<file path="config.mk">
export PLATFORM = sky130hd
export DESIGN_NAME = resp_frame_length_scanner_top
export DESIGN_NICKNAME = d
export VERILOG_FILES = /design/src/hdl/rfls_pkg.sv /design/src/hdl/rfls_core.sv /design/src/hdl/resp_frame_length_scanner_top.sv
export SDC_FILE = /design/constraint.sdc
export NUM_CORES = 1
export LEC_CHECK = 0
export BUFFER_PORTS_ARGS = -buffer_cell sky130_fd_sc_hd__buf_4
export CAP_MARGIN = 5
export CELL_PAD_IN_SITES_DETAIL_PLACEMENT = 1
export CELL_PAD_IN_SITES_GLOBAL_PLACEMENT = 1
export CORE_MARGIN = 2
export CORE_UTILIZATION = 40
export CTS_CLUSTER_SIZE = 16
export DETAILED_ROUTE_END_ITERATION = 6
export PLACE_DENSITY_LB_ADDON = 0.1
export SLEW_MARGIN = 30
export SYNTH_ARGS = -nofsm -noshare
export SYNTH_HDL_FRONTEND = slang
export SYNTH_SLANG_ARGS = --single-unit
export TNS_END_PERCENT = 30
</file>
<file path="constraint.sdc">
create_clock -name clk -period 5.75 [get_ports clk]
set_clock_uncertainty 0.15 [all_clocks]
set_input_delay 0.575 -clock clk [delete_from_list [all_inputs] [get_ports clk]]
set_output_delay 0.575 -clock clk [all_outputs]
set_load 0.005 [all_outputs]
</file>
<file path="src/hdl/rfls_pkg.sv">
// ----------------------------------------------------------------------------
// rfls_pkg
// Shared types and constants for the request frame length scanner: beat
// structs, character codes, op and status codes and parser phase codes.
// ----------------------------------------------------------------------------
package rfls_pkg;

  // Width of a decimal count or length field
  localparam int LEN_BITS = 32;
  // Width of the frame byte counter
  localparam int CNT_BITS = 32;

  // Character codes
  localparam logic [7:0] CH_CR     = 8'd13;
  localparam logic [7:0] CH_LF     = 8'd10;
  localparam logic [7:0] CH_STAR   = 8'd42;
  localparam logic [7:0] CH_DOLLAR = 8'd36;
  localparam logic [7:0] CH_ZERO   = 8'd48;
  localparam logic [7:0] CH_NINE   = 8'd57;

  // Input op codes
  localparam logic OP_DATA  = 1'b0;
  localparam logic OP_ABORT = 1'b1;

  // Result status codes
  localparam logic ST_DONE  = 1'b0;
  localparam logic ST_ERROR = 1'b1;

  // Parser phase codes
  localparam logic [3:0] PH_IDLE   = 4'd0;
  localparam logic [3:0] PH_CNT    = 4'd1;
  localparam logic [3:0] PH_CNT_LF = 4'd2;
  localparam logic [3:0] PH_BULK   = 4'd3;
  localparam logic [3:0] PH_LEN    = 4'd4;
  localparam logic [3:0] PH_LEN_LF = 4'd5;
  localparam logic [3:0] PH_DATA   = 4'd6;
  localparam logic [3:0] PH_TRL_CR = 4'd7;
  localparam logic [3:0] PH_TRL_LF = 4'd8;

  typedef struct packed {
    logic       op;
    logic [7:0] data_byte;
  } req_t;

  typedef struct packed {
    logic                status;
    logic [CNT_BITS-1:0] frame_length;
  } rsp_t;

endpackage

</file>
<file path="src/hdl/rfls_core.sv">
// ----------------------------------------------------------------------------
// rfls_core
// Frame parser state and its per-byte update. One registered byte is taken
// per step; a finished or broken frame raises hit with its result.
// ----------------------------------------------------------------------------
module rfls_core
  import rfls_pkg::*;
(
  input  logic clk,
  input  logic rst,
  input  logic step,
  input  req_t item,
  output logic hit,
  output rsp_t res
);

  logic [3:0]          phase, phase_next;
  logic [LEN_BITS-1:0] number_accum, number_accum_next;
  logic                digit_seen, digit_seen_next;
  logic [LEN_BITS-1:0] elements_left, elements_left_next;
  logic [LEN_BITS-1:0] data_left, data_left_next;
  logic [CNT_BITS-1:0] byte_count, byte_count_next;

  logic [7:0]          b;
  logic                num_char;
  logic [3:0]          digit;
  logic [LEN_BITS+3:0] acc_ext;
  logic [LEN_BITS+3:0] acc_mul;
  logic                acc_ovf;
  logic [CNT_BITS-1:0] bc_inc;
  logic                bc_full;
  logic                fail;
  logic                done;
  logic                clear;

  // Decimal digit step: accum * 10 + digit, with overflow out of LEN_BITS
  assign b        = item.data_byte;
  assign num_char = (b >= CH_ZERO) && (b <= CH_NINE);
  assign digit    = 4'(b - CH_ZERO);
  assign acc_ext  = {4'b0, number_accum};
  assign acc_mul  = (acc_ext << 3) + (acc_ext << 1) + {{LEN_BITS{1'b0}}, digit};
  assign acc_ovf  = |acc_mul[LEN_BITS+3:LEN_BITS];

  assign bc_inc  = byte_count + 1'b1;
  assign bc_full = &byte_count;

  // Decide the next state and any result for this byte
  always_comb begin
    phase_next         = phase;
    number_accum_next  = number_accum;
    digit_seen_next    = digit_seen;
    elements_left_next = elements_left;
    data_left_next     = data_left;
    byte_count_next    = byte_count;
    fail               = 1'b0;
    done               = 1'b0;
    clear              = 1'b0;

    if (item.op == OP_ABORT) begin
      clear = 1'b1;
    end else if (bc_full) begin
      fail = 1'b1;
    end else begin
      byte_count_next = bc_inc;
      unique case (phase)
        PH_IDLE: begin
          if (b != CH_STAR) begin
            fail = 1'b1;
          end else begin
            number_accum_next = '0;
            digit_seen_next   = 1'b0;
            phase_next        = PH_CNT;
          end
        end
        PH_CNT, PH_LEN: begin
          if (b == CH_CR) begin
            if (!digit_seen) begin
              fail = 1'b1;
            end else begin
              phase_next = (phase == PH_CNT) ? PH_CNT_LF : PH_LEN_LF;
            end
          end else if (!num_char || acc_ovf) begin
            fail = 1'b1;
          end else begin
            number_accum_next = acc_mul[LEN_BITS-1:0];
            digit_seen_next   = 1'b1;
          end
        end
        PH_CNT_LF: begin
          if (b != CH_LF) begin
            fail = 1'b1;
          end else if (number_accum == '0) begin
            done = 1'b1;
          end else begin
            elements_left_next = number_accum;
            phase_next         = PH_BULK;
          end
        end
        PH_BULK: begin
          if (b != CH_DOLLAR) begin
            fail = 1'b1;
          end else begin
            number_accum_next = '0;
            digit_seen_next   = 1'b0;
            phase_next        = PH_LEN;
          end
        end
        PH_LEN_LF: begin
          if (b != CH_LF) begin
            fail = 1'b1;
          end else begin
            data_left_next = number_accum;
            phase_next     = (number_accum == '0) ? PH_TRL_CR : PH_DATA;
          end
        end
        PH_DATA: begin
          data_left_next = (data_left != '0) ? data_left - 1'b1 : data_left;
          if (data_left_next == '0) begin
            phase_next = PH_TRL_CR;
          end
        end
        PH_TRL_CR: begin
          if (b != CH_CR) begin
            fail = 1'b1;
          end else begin
            phase_next = PH_TRL_LF;
          end
        end
        PH_TRL_LF: begin
          if (b != CH_LF) begin
            fail = 1'b1;
          end else begin
            elements_left_next =
              (elements_left != '0) ? elements_left - 1'b1 : elements_left;
            if (elements_left_next == '0) begin
              done = 1'b1;
            end else begin
              phase_next = PH_BULK;
            end
          end
        end
        default: begin
          fail = 1'b1;
        end
      endcase
    end

    // Drop the whole frame on abort or on any result
    if (clear || fail || done) begin
      phase_next         = PH_IDLE;
      number_accum_next  = '0;
      digit_seen_next    = 1'b0;
      elements_left_next = '0;
      data_left_next     = '0;
      byte_count_next    = '0;
    end
  end

  // Result for this byte
  assign hit              = step && (fail || done);
  assign res.status       = fail ? ST_ERROR : ST_DONE;
  assign res.frame_length = fail ? '0 : bc_inc;

  // Advance parser state on each step
  always_ff @(posedge clk) begin
    if (rst) begin
      phase         <= PH_IDLE;
      number_accum  <= '0;
      digit_seen    <= 1'b0;
      elements_left <= '0;
      data_left     <= '0;
      byte_count    <= '0;
    end else if (step) begin
      phase         <= phase_next;
      number_accum  <= number_accum_next;
      digit_seen    <= digit_seen_next;
      elements_left <= elements_left_next;
      data_left     <= data_left_next;
      byte_count    <= byte_count_next;
    end
  end

endmodule

</file>
<file path="src/hdl/resp_frame_length_scanner_top.sv">
// Path: the beat closing a frame is held in the input register; its result is
// loaded into the result register once that register is free or being drained.
// Throughput: one byte beat per cycle unless a held result is stalled, set by
// the single parser state update per byte between input and result register.
// Reset: synchronous rst returns the parser to idle with all counts cleared
// and empties both the input and the result register.
// ----------------------------------------------------------------------------
// resp_frame_length_scanner_top
// Scans a request byte stream for '*' count CR LF followed by bulk strings
// and reports each frame's byte length, or an error on malformed framing.
// ----------------------------------------------------------------------------
module resp_frame_length_scanner_top
  import rfls_pkg::*;
(
  input  logic clk,
  input  logic rst,
  input  logic req_valid,
  output logic req_ready,
  input  req_t req_data,
  output logic rsp_valid,
  input  logic rsp_ready,
  output rsp_t rsp_data
);

  logic s0_valid;
  req_t s0_item;
  logic advance;
  logic step;
  logic hit;
  rsp_t res;

  // Stage moves when the result register is free or being drained
  assign advance   = !rsp_valid || rsp_ready;
  assign req_ready = !s0_valid || advance;
  assign step      = s0_valid && advance;

  // Hold the incoming beat in the input register
  always_ff @(posedge clk) begin
    if (rst) begin
      s0_valid <= 1'b0;
    end else if (req_ready) begin
      s0_valid <= req_valid;
    end
  end

  always_ff @(posedge clk) begin
    if (req_ready && req_valid) begin
      s0_item <= req_data;
    end
  end

  rfls_core u_core (
    .clk  (clk),
    .rst  (rst),
    .step (step),
    .item (s0_item),
    .hit  (hit),
    .res  (res)
  );

  // Load the result register
  always_ff @(posedge clk) begin
    if (rst) begin
      rsp_valid <= 1'b0;
    end else if (advance) begin
      rsp_valid <= hit;
    end
  end

  always_ff @(posedge clk) begin
    if (advance && hit) begin
      rsp_data <= res;
    end
  end

  // Error results carry no length
  a_err_len_zero: assert property (@(posedge clk) disable iff (rst)
    rsp_valid && (rsp_data.status == ST_ERROR) |-> rsp_data.frame_length == '0)
    else $error("error result with nonzero frame length");

  // Shortest complete frame is '*0' CR LF
  a_done_min_len: assert property (@(posedge clk) disable iff (rst)
    rsp_valid && (rsp_data.status == ST_DONE) |-> rsp_data.frame_length >= 4)
    else $error("complete frame shorter than four bytes");

  // Empty result register never blocks input
  a_ready_when_empty: assert property (@(posedge clk) disable iff (rst)
    !rsp_valid |-> req_ready)
    else $error("input stalled while result register empty");

endmodule

</file>
==> results of run 1 <==
[sequential cells by signal, summed over array words and instances (netlist names)]
signal / cells
rsp_data: 33
u_core.byte_count: 32
u_core.data_left: 32
u_core.elements_left: 32
u_core.number_accum: 32
s0_item: 9
u_core.phase: 4
rsp_valid: 1
s0_valid: 1
u_core.digit_seen: 1
[power by group]
group | total, mW | leakage [nW] | internal, mW | switching [mW]
logic | 0.0916 | 3.57 | 0.0259 | 0.0657
clock network | 1.25 | 0.303 | 0.684 | 0.567
registers | 1.28 | 1.50 | 1.28 | 0.00570
total | 2.63 | 5.38 | 1.99 | 0.638
[layer usage]
layer,track usage (%),vias to the layer above,share of wire [%]
li1,-,5662,-
met5,0,-,0
met1,35.61,5773,47
met3,3.414,57,3.4
met2,44.50,225,47
met4,8.638,0,2.6
[worst paths after layout]
path                                              from              endpoint  slack [ns]  cells after the start
worst max register to register  u_core.number_accum[0]  u_core.data_left[31]        0.75                     15
worst min-delay path                       req_data[1]            s0_item[1]        0.14                      1
worst max-delay path            u_core.number_accum[0]  u_core.data_left[31]        0.75                     15
worst min register to register    u_core.data_left[23]  u_core.data_left[23]        0.33                      1
[synth_stat cells (16+ instances only)]
master | instances | share of area, %
xor2_1 | 28 | 2.0
nor2_1 | 120 | 3.7
nor3_1 | 57 | 2.3
a21o_1 | 19 | 1.2
edfxtp_1 | 42 | 10
a21oi_1 | 134 | 5.5
xnor2_1 | 42 | 3.0
nand2_1 | 130 | 4.0
or3_1 | 38 | 1.9
nand3_1 | 60 | 2.5
ha_1 | 67 | 6.9
inv_1 | 52 | 1.6
o31ai_1 | 21 | 1.3
or4_1 | 20 | 1.2
nor4_1 | 36 | 1.8
o2bb2ai_1 | 21 | 1.5
o2111ai_1 | 20 | 1.4
a211oi_1 | 17 | 1.0
a22o_1 | 32 | 2.3
o211ai_1 | 16 | 0.98
clkbuf_1 | 70 | 2.2
dfxtp_1 | 135 | 22
buf_2 | 16 | 0.66
nand4_1 | 24 | 1.2
o21ai_0 | 64 | 2.6
[stage by stage]
| stage | util [%] | power [mW] | setup WS [ns] | instance area, µm² |
|---|---|---|---|---|
| after floorplan | - | 1.368 | 0.9006 | 12210 |
| after global placement | 43.30 | 1.404 | 0.9122 | 12930 |
| after detailed placement | 43.30 | 1.405 | 0.8103 | 12930 |
| after CTS | 45.36 | 2.655 | 0.7580 | 13550 |
| after global routing | 45.37 | 2.706 | 0.3567 | 13550 |
| final | 45.37 | 2.626 | 0.7530 | 13550 |
[cell type report]
type / instances / area [µm²] / area share [%]
multi-input cells: 1173 / 7659 / 56.51
flip-flops and latches: 177 / 3964 / 29.25
repair buffers: 82 / 628.1 / 4.634
well taps: 390 / 488.0 / 3.600
clock buffers: 19 / 454.2 / 3.351
inverters: 53 / 198.9 / 1.468
clock inverters: 13 / 161.4 / 1.191
[worst max-delay path, cell delays in order (launching register included)]
cell and delay [ns]:
dfxtp_1 0.47, inv_1 0.10, fa_1 0.51, inv_1 0.07, fa_1 0.47, a211oi_1 0.34, o211ai_1 0.15, nand2_1 0.15
o221ai_1 0.15, or2_2 0.33, o211ai_1 0.33, nand4_1 0.26, a21oi_2 0.30, nand4_1 0.53, buf_12 0.38, o31ai_1 0.22
[logic make-up after synthesis]
kind of cell,Yosys count,share of synthesized area [%]
flops,177,32.47
mux,9,0.7584
compound gates,440,24.53
buf+inv,147,4.961
fa+ha+maj,69,7.195
simple gates,584,24.94
xor+xnor,71,5.155
==> impl_metrics.env, run 1 <==
export IMPL_clkLatencyLatePin_ns=0.45
export IMPL_ys_seq_elements=177
export IMPL_layout_commonest_cell="dfxtp_1"
export IMPL_cp_max_fo=18
export IMPL_fmax_mhz=200.1
export IMPL_clk_pin_slew_ns=0.08
export IMPL_fin_crit_sh_pct=86.90
export IMPL_dieArea_mm2=0.03193
export IMPL_cts_repair_resized=0
export IMPL_setup_worst_path_end_class="flip-flop"
export IMPL_area_delta_synth_final_pct=11.02
export IMPL_clock_sinks=177
export IMPL_synth_ff_type="dfxtp_1"
export IMPL_place_congestion=0.9390
export IMPL_ys_types=85
export IMPL_grt_max_degree=78
export IMPL_die_h_um=178.7
export IMPL_nNetsFinal=1586
export IMPL_layout_common_cells="dfxtp_1, a21oi_1, nand2_1, nor2_1, buf_4"
export IMPL_ios=48
export IMPL_fin_setup_tns_ns=0
export IMPL_synth_area_mm2=0.01221
export IMPL_start_util_pct=40.86
export IMPL_hold_class="primary input to flip-flop"
export IMPL_dp_hpwl_um=29970
export IMPL_ys_seq_area_share_pct=32.47
export IMPL_grt_pass1_wl_um=66150
export IMPL_hold_slack_ns=0.1436
export IMPL_antenna_cells=0
export IMPL_fin_cells=1907
export IMPL_cts_hold_buffers=0
export IMPL_cts_root_buf="clkbuf_16"
export IMPL_gr_usage_all_layers_pct=26.64
export IMPL_cp_required_ns=5.98
export IMPL_io_buffers=47
export IMPL_slew_viol_final=0
export IMPL_wire_per_inst_um=21.72
export IMPL_rows=63
export IMPL_clock_path_buffers=2
export IMPL_synth_edff_count=42
export IMPL_crit_arrival_ns=5.22
export IMPL_synthCells=1497
export IMPL_drc=0
export IMPL_maxSlewHeadroom_pct=40.98
export IMPL_synth_avg_cell_area_um2=8.155
export IMPL_grt_pass1_vias=11610
export IMPL_tightest_slew_ns=0.8772
export IMPL_yosysWarnings=0
export IMPL_overflow=0
export IMPL_drt_iter0_markers=744
export IMPL_vias=11720
export IMPL_powerDensity_mw_per_mm2=193.8
export IMPL_async_flop_share_pct=0
export IMPL_period_minus_slack_ns=4.997
export IMPL_vias_per_cell=6.144
export IMPL_grt_antenna_before_repair=0
export IMPL_dpl_cell_count=1875
export IMPL_firstDrtPassIters=5
export IMPL_cts_tree="done"
export IMPL_cts_buffers=17
export IMPL_core_mm2=0.02987
export IMPL_ant_nets=0
export IMPL_hold_violations=0
export IMPL_worstSetupPathType="flip-flop to flip-flop"
export IMPL_status="finished clean"
export IMPL_rsz0062_at_grt="false"
export IMPL_worstSetupStartpointType="flip-flop"
export IMPL_fp_dieW_um=178.7
export IMPL_maxCapViolations=0
export IMPL_syn_nets=1579
export IMPL_fillers=3605
export IMPL_drt_wl_total_um=41410
export IMPL_p_leak_nw=5.380
export IMPL_postCtsSetupBuffers=0
export IMPL_ir_drop_mv=0.1773
export IMPL_setup_viol=0
export IMPL_ctsHtreeMaxLevel=4
export IMPL_drive_gt1_share_pct=10.28
Power figures use the tool's default switching activity.
==> run 2, diff against run 1 <==
--- a/config.mk
+++ b/config.mk
@@ -11,6 +11,7 @@
 export CELL_PAD_IN_SITES_GLOBAL_PLACEMENT = 1
 export CORE_MARGIN = 2
 export CORE_UTILIZATION = 40
+export CTS_BUF_LIST = sky130_fd_sc_hd__clkbuf_4 sky130_fd_sc_hd__clkbuf_8
 export CTS_CLUSTER_SIZE = 16
 export DETAILED_ROUTE_END_ITERATION = 6
 export PLACE_DENSITY_LB_ADDON = 0.1
==> constraint.sdc (replaced) <==
create_clock -name clk -period 4.4 [get_ports clk]
set_clock_uncertainty 0.15 [all_clocks]
set_input_delay 0.44 -clock clk [delete_from_list [all_inputs] [get_ports clk]]
set_output_delay 0.44 -clock clk [all_outputs]
set_load 0.005 [all_outputs]
==> run 2 against run 1 <==
The run now ends with negative setup slack left. Power up 15%. Register-to-register slack worse by 0.80 ns. Via count up 5.2%. Flip-flop and latch count unchanged. Count of clock-buffer cells in the layout up 1. Non-clock buffer count up 132. Wire length up 6.0%. Combinational power up 91%. Worst setup slack worse by 0.80 ns. Largest power group unchanged. Cell count up 6.9%. Worst hold slack worse by 0.095 ns. Highest routed layer unchanged. Maximum frequency up 12%.
==> impl_metrics.env, run 2 (synthesis gave the netlist of run 1 again) <==
export IMPL_setup_viol=52
export IMPL_largest_reg_flops=33
export IMPL_area_delta_synth_final_pct=21.75
export IMPL_holdPathStages=3
export IMPL_setup_worst_path_end_class="flip-flop"
export IMPL_clkLatencyLatePin_ns=0.49
export IMPL_fmax_mhz=225.0
export IMPL_grt_antenna_before_repair=0
export IMPL_start_util_pct=40.86
export IMPL_regToRegEndpoint="rsp_data[32]"
export IMPL_fp_dieW_um=178.7
export IMPL_firstDrtPassIters=5
export IMPL_cts_tree="done"
export IMPL_p_sw_share_pct=24.99
export IMPL_drt_iter0_markers=829
export IMPL_grt_max_degree=77
export IMPL_status="complete, but fails checks"
export IMPL_clock_sinks=177
export IMPL_vias_per_cell=6.047
export IMPL_violations="negative setup slack"
export IMPL_place_congestion=0.9164
export IMPL_r2r_start="s0_item[2]"
export IMPL_p_switching_mw=0.7558
export IMPL_ctsHtreeMaxLevel=4
export IMPL_layout_common_cells="buf_4, a21oi_1, dfxtp_1, nand2_1, nor2_1"
export IMPL_period_minus_slack_ns=4.444
export IMPL_critPathMaxStageDelay_ns=0.45
export IMPL_p_clk_share_pct=38.8
export IMPL_hold_violations=0
export IMPL_drive_gt1_share_pct=19.28
export IMPL_antenna_cells=0
export IMPL_top_register="rsp_data"
export IMPL_ant_nets=0
export IMPL_pwr_share_seq_pct=55.5
export IMPL_io_buffers=47
export IMPL_setup_slack_ns=-0.04447
export IMPL_reg2reg_slack_ns=-0.04
export IMPL_cts_buffers=17
export IMPL_clk_pin_slew_ns=0.10
export IMPL_nNetsFinal=1718
export IMPL_ios=48
export IMPL_overflow=0
export IMPL_crit_arrival_ns=4.53
export IMPL_cp_required_ns=4.49
export IMPL_grt_pass1_vias=12290
export IMPL_hold_slack_ns=0.04879
export IMPL_fin_crit_sh_pct=101.0
export IMPL_layout_commonest_cell="buf_4"
export IMPL_rows=63
export IMPL_powerDensity_mw_per_mm2=203.5
export IMPL_tightest_slew_ns=0.9093
export IMPL_rsz0062_at_grt="true"
export IMPL_min_from="req_valid"
export IMPL_combinationalPowerShare_pct=5.8
export IMPL_maxCapViolations=0
export IMPL_core_mm2=0.02987
export IMPL_die_h_um=178.7
export IMPL_wire_per_inst_um=21.53
export IMPL_clock_path_buffers=2
export IMPL_cp_cell_sequence="ha_1 > ha_2 > fa_2 > a211oi_4 > o211ai_1 > nand2_1 > o221ai_2 > or2_4 > o211ai_1 > nand4_1 > buf_6 > a21oi_4 > buf_12 > and2_4 > or3_4 > clkinvlp_4 > buf_12"
export IMPL_p_leak_nw=6.063
export IMPL_final_util_pct=49.75
export IMPL_crit_slowest_cell="edfxtp_1"
export IMPL_hold_class="primary input to flip-flop"
export IMPL_worstSetupPathType="flip-flop to flip-flop"
export IMPL_fin_setup_tns_ns=-1.025
export IMPL_drc=0
export IMPL_cts_root_buf="clkbuf_8"
export IMPL_gr_usage_all_layers_pct=27.42
export IMPL_reg2regPathDepth=17
export IMPL_dieArea_mm2=0.03193
export IMPL_vias=12330
export IMPL_maxSlewHeadroom_pct=39.38
export IMPL_dp_hpwl_um=31130
export IMPL_slew_viol_final=0
export IMPL_drt_wl_total_um=43890
export IMPL_ir_drop_mv=0.1636
export IMPL_worstSetupStartpointType="flip-flop"
export IMPL_hold_end="s0_valid"
export IMPL_p_int_mw=2.269
export IMPL_cp_max_fo=17
export IMPL_grt_pass1_wl_um=68350
-- run 2: cell count changes in the layout (fill, tap and decap cells not counted), moves of 4 or more --
cell / delta
buf_4: +94
dfxtp_2: +5
a211oi_1: -4
o21ai_0: -11
o21ai_1: +9
clkinvlp_4: +4
clkbuf_16: -14
dfxtp_1: -5
dlygate4sd3_1: +9
buf_12: +13
clkbuf_8: +17
buf_6: +8
-- run 2: power groups by stage --
| stage | sequential [mW] | combinational [mW] | clock (mW) |
|---|---|---|---|
| floorplan | 1.71 | 0.0746 | 0 |
| global placement | 1.72 | 0.135 | 0 |
| detailed placement | 1.72 | 0.137 | 0 |
| CTS | 1.68 | 0.161 | 1.22 |
| global route | 1.68 | 0.188 | 1.28 |
| finish | 1.68 | 0.175 | 1.17 |
-- run 2: metrics by stage --
step | power [mW] | area, µm² | instances | worst slack [ns]
final | 3.024 | 14860 | 2039 | -0.04447
after global routing | 3.145 | 14860 | 2039 | -0.1997
after CTS | 3.055 | 14490 | 2021 | 0.01127
after detailed placement | 1.853 | 13800 | 1968 | -0.2760
after global placement | 1.850 | 13790 | 1968 | -0.2450
after floorplan | 1.788 | 12250 | 1497 | 0.01075
-- run 2: how the worst max path moves through the flow --
stage,start,end,slack [ns],cells past startpoint
finish,s0_item[2],rsp_data[32],-0.04,17
global route,u_core.number_accum[0],rsp_data[32],-0.20,19
CTS,u_core.number_accum[2],rsp_data[32],0.01,19
detailed placement,s0_item[2],u_core.number_accum[24],-0.28,17
global placement,s0_item[2],u_core.number_accum[16],-0.24,17
floorplan,s0_item[2],rsp_data[0],0.01,15
-- run 2: cell type report --
cell class	count	area, µm²
Tap cell	390	488.0
Clock buffer	20	256.5
Multi-Input combinational cell	1173	7861
Inverter	53	202.7
Fill cell	3569	15010
Timing Repair Buffer	214	1952
Clock inverter	12	132.6
Sequential cell	177	3970
-- run 2: routing by layer --
metal | vias up | global-route usage, % | share of wire, %
met5 | - | 0 | 0
met4 | 0 | 10.23 | 3.4
met3 | 77 | 3.584 | 3.9
met2 | 283 | 47.12 | 48
met1 | 6065 | 35.05 | 44
li1 | 5905 | - | -
-- run 2: what timing repair did --
item / in CTS / in global routing
buffers inserted: 9 / 16
endpoints found under the hold margin: 9 / 0
endpoints found under the setup margin: 172 / 174
cloned: 3 / 6
gates resized for setup: 21 / 49
hold buffers: 9 / 0
pin swaps: 10 / 59
-- run 2: worst max-delay path: cells and delay by family, from the launching register on --
| family | cells | cell delay (ns) |
|---|---|---|
| buf+inv | 4 | 0.69 |
| fa+ha+maj | 3 | 0.94 |
| simple gates | 5 | 0.87 |
| compound gates | 5 | 1.08 |
| flops | 1 | 0.45 |
==> run 3, diff against run 2 <==
--- a/config.mk
+++ b/config.mk
@@ -7,14 +7,11 @@
 export LEC_CHECK = 0
 export BUFFER_PORTS_ARGS = -buffer_cell sky130_fd_sc_hd__buf_4
 export CAP_MARGIN = 5
-export CELL_PAD_IN_SITES_DETAIL_PLACEMENT = 1
-export CELL_PAD_IN_SITES_GLOBAL_PLACEMENT = 1
 export CORE_MARGIN = 2
 export CORE_UTILIZATION = 40
 export CTS_BUF_LIST = sky130_fd_sc_hd__clkbuf_4 sky130_fd_sc_hd__clkbuf_8
 export CTS_CLUSTER_SIZE = 16
 export DETAILED_ROUTE_END_ITERATION = 6
-export PLACE_DENSITY_LB_ADDON = 0.1
 export SLEW_MARGIN = 30
 export SYNTH_ARGS = -nofsm -noshare
 export SYNTH_HDL_FRONTEND = slang
==> constraint.sdc (replaced) <==
create_clock -name clk -period 4.6 [get_ports clk]
set_clock_uncertainty 0.15 [all_clocks]
set_input_delay 0.46 -clock clk [delete_from_list [all_inputs] [get_ports clk]]
set_output_delay 0.46 -clock clk [all_outputs]
set_load 0.005 [all_outputs]
==> run 3 against run 2 <==
The flow now finishes without violations. Worst setup slack better by 0.22 ns. Sequential share of layout area up 1.3 points. Core utilization down 2.5 points. First-iteration DRC count up 0.12%. Combinational power down 23%. Non-clock buffer count down 56. Design area down 5.0%. Power down 3.1%. Via count down 3.4%.
==> impl_metrics.env, run 3 (synthesis gave the netlist of run 1 again) <==
export IMPL_status="finished clean"
export IMPL_largest_reg_flops=33
export IMPL_hold_class="primary input to flip-flop"
export IMPL_fin_cells=1983
export IMPL_setup_viol=0
export IMPL_maxCapViolations=0
export IMPL_final_area_mm2=0.01413
export IMPL_dpl_cell_count=1932
export IMPL_start_util_pct=40.86
export IMPL_dp_hpwl_um=27090
export IMPL_worstSetupPathType="flip-flop to flip-flop"
export IMPL_core_mm2=0.02987
export IMPL_cpMostUsedCell="or3_1"
export IMPL_drt_wl_total_um=37550
export IMPL_worstSetupStartpointType="flip-flop"
export IMPL_rows=63
export IMPL_powerDensity_mw_per_mm2=207.4
export IMPL_ios=48
export IMPL_top_register="rsp_data"
export IMPL_cts_buffers=17
export IMPL_post_place_ws_ns=-0.005528
export IMPL_slew_viol_final=0
export IMPL_grt_pass1_vias=11130
export IMPL_setup_worst_path_end_class="flip-flop"
export IMPL_hold_end="s0_valid"
export IMPL_p_leak_nw=5.698
export IMPL_grt_pass1_wl_um=59570
export IMPL_die_h_um=178.7
export IMPL_overflow=0
export IMPL_ir_drop_mv=0.1406
export IMPL_vias=11910
export IMPL_crit_family="simple AND/OR/NAND/NOR gates"
export IMPL_hold_slack_ns=0.04842
export IMPL_ant_nets=0
export IMPL_cp_required_ns=4.64
export IMPL_cp_max_fo=33
export IMPL_period_minus_slack_ns=4.426
export IMPL_layout_common_cells="buf_4, dfxtp_1, a21oi_1, nand2_1, nor2_1"
export IMPL_fillers=2884
export IMPL_tightest_slew_ns=0.8476
export IMPL_reg2regPathDepth=13
export IMPL_setup_slack_ns=0.1738
export IMPL_gr_usage_all_layers_pct=23.62
export IMPL_place_area_mm2=0.01346
export IMPL_fin_crit_sh_pct=96.22
export IMPL_layout_commonest_cell="buf_4"
export IMPL_area_delta_synth_final_pct=15.71
export IMPL_place_congestion=0.9246
export IMPL_cts_tree="done"
export IMPL_nNetsFinal=1662
export IMPL_cts_root_buf="clkbuf_8"
export IMPL_ctsHtreeMaxLevel=4
export IMPL_holdPathStages=3
export IMPL_cp_cell_sequence="or4_4 > or4b_4 > or3_1 > nor3_1 > buf_4 > o22ai_1 > nor4_1 > a41o_2 > nand3_1 > and2_1 > or3_1 > clkinvlp_4 > buf_12"
export IMPL_firstDrtPassIters=4
export IMPL_io_buffers=47
export IMPL_critPathMaxStageDelay_ns=0.56
export IMPL_clock_path_buffers=2
export IMPL_antenna_cells=0
export IMPL_clkLatencyLatePin_ns=0.50
export IMPL_final_util_pct=47.28
export IMPL_hold_violations=0
export IMPL_cp_num_buf_inv=3
export IMPL_grt_max_degree=60
export IMPL_r2r_start="u_core.elements_left[19]"
export IMPL_wire_per_inst_um=18.94
export IMPL_crit_arrival_ns=4.47
export IMPL_vias_per_cell=6.005
export IMPL_reg2reg_slack_ns=0.17
export IMPL_drt_iter0_markers=830
export IMPL_clock_sinks=177
export IMPL_crit_slowest_cell="or4_4"
export IMPL_maxSlewHeadroom_pct=43.29
export IMPL_dieArea_mm2=0.03193
export IMPL_fmax_mhz=225.9
export IMPL_drc=0
export IMPL_clk_pin_slew_ns=0.13
export IMPL_min_from="req_valid"
export IMPL_fp_dieW_um=178.7
export IMPL_crit_start="u_core.elements_left[19]"
export IMPL_drive_gt1_share_pct=14.50
export IMPL_regToRegEndpoint="rsp_data[25]"
export IMPL_grt_antenna_before_repair=0
run 3: changes by cell type in the layout (fill, tap and decap cells not counted), moves of 7 or more:
cell / delta
clkinv_8: +7
buf_6: -8
o21ai_1: -8
o21ai_0: +10
buf_4: -36
run 3: worst max path at each step:
stage / endpoint / slack, ns / cells past startpoint
after detailed placement: u_core.byte_count[4] / -0.006 / 17
after global routing: u_core.number_accum[6] / -0.04 / 19
after CTS: rsp_data[25] / 0.05 / 18
after floorplan: rsp_data[0] / 0.03 / 16
after global placement: rsp_data[27] / 0.05 / 17
final: rsp_data[25] / 0.17 / 13
run 3: report_power, final:
part	leakage [nW]	switching (mW)	internal, mW
registers	1.50	0.00607	1.60
logic	3.98	0.0864	0.0484
clock network	0.212	0.759	0.431
total	5.70	0.851	2.08
run 3: layout make-up:
type | count | area, µm² | area share (%)
multi-input cells | 1173 | 7694 | 54.46
well taps | 390 | 488.0 | 3.454
clock buffers | 17 | 234.0 | 1.656
flip-flops and latches | 177 | 3964 | 28.06
repair buffers | 158 | 1339 | 9.477
clock inverters | 15 | 205.2 | 1.453
inverters | 53 | 202.7 | 1.435
run 3: repair_timing:
action	CTS	global route
pin swaps	1	6
endpoints found under the setup margin	8	166
hold buffers	9	0
setup buffers	1	8
gates resized for setup	0	7
gates cloned	0	1
hold endpoints to repair	9	0
run 3: layer usage:
metal	vias up	share of wire, %	GRT usage (%)
li1	5801	-	-
met1	5734	45	30.77
met2	296	47	39.69
met3	76	4.4	3.159
met4	0	3.3	9.079
met5	-	0	0
run 3: worst reg2reg max path: stages, from the launching register on:
cell and delay, ns:
dfxtp_1 0.34, or4_4 0.56, or4b_4 0.53, or3_1 0.45, nor3_1 0.22, buf_4 0.15, o22ai_1 0.05, nor4_1 0.33
a41o_2 0.30, nand3_1 0.13, and2_1 0.19, or3_1 0.40, clkinvlp_4 0.11, buf_12 0.19
run 3: through the flow:
| stage | total power [mW] | TNS (ns) |
|---|---|---|
| 6_report | 2.929 | 0 |
| 5_1_grt | 3.018 | -0.5749 |
| 4_1_cts | 2.944 | 0 |
| 3_5_place_dp | 1.761 | -0.005528 |
| 3_3_place_gp | 1.759 | 0 |
| 2_1_floorplan | 1.710 | 0 |
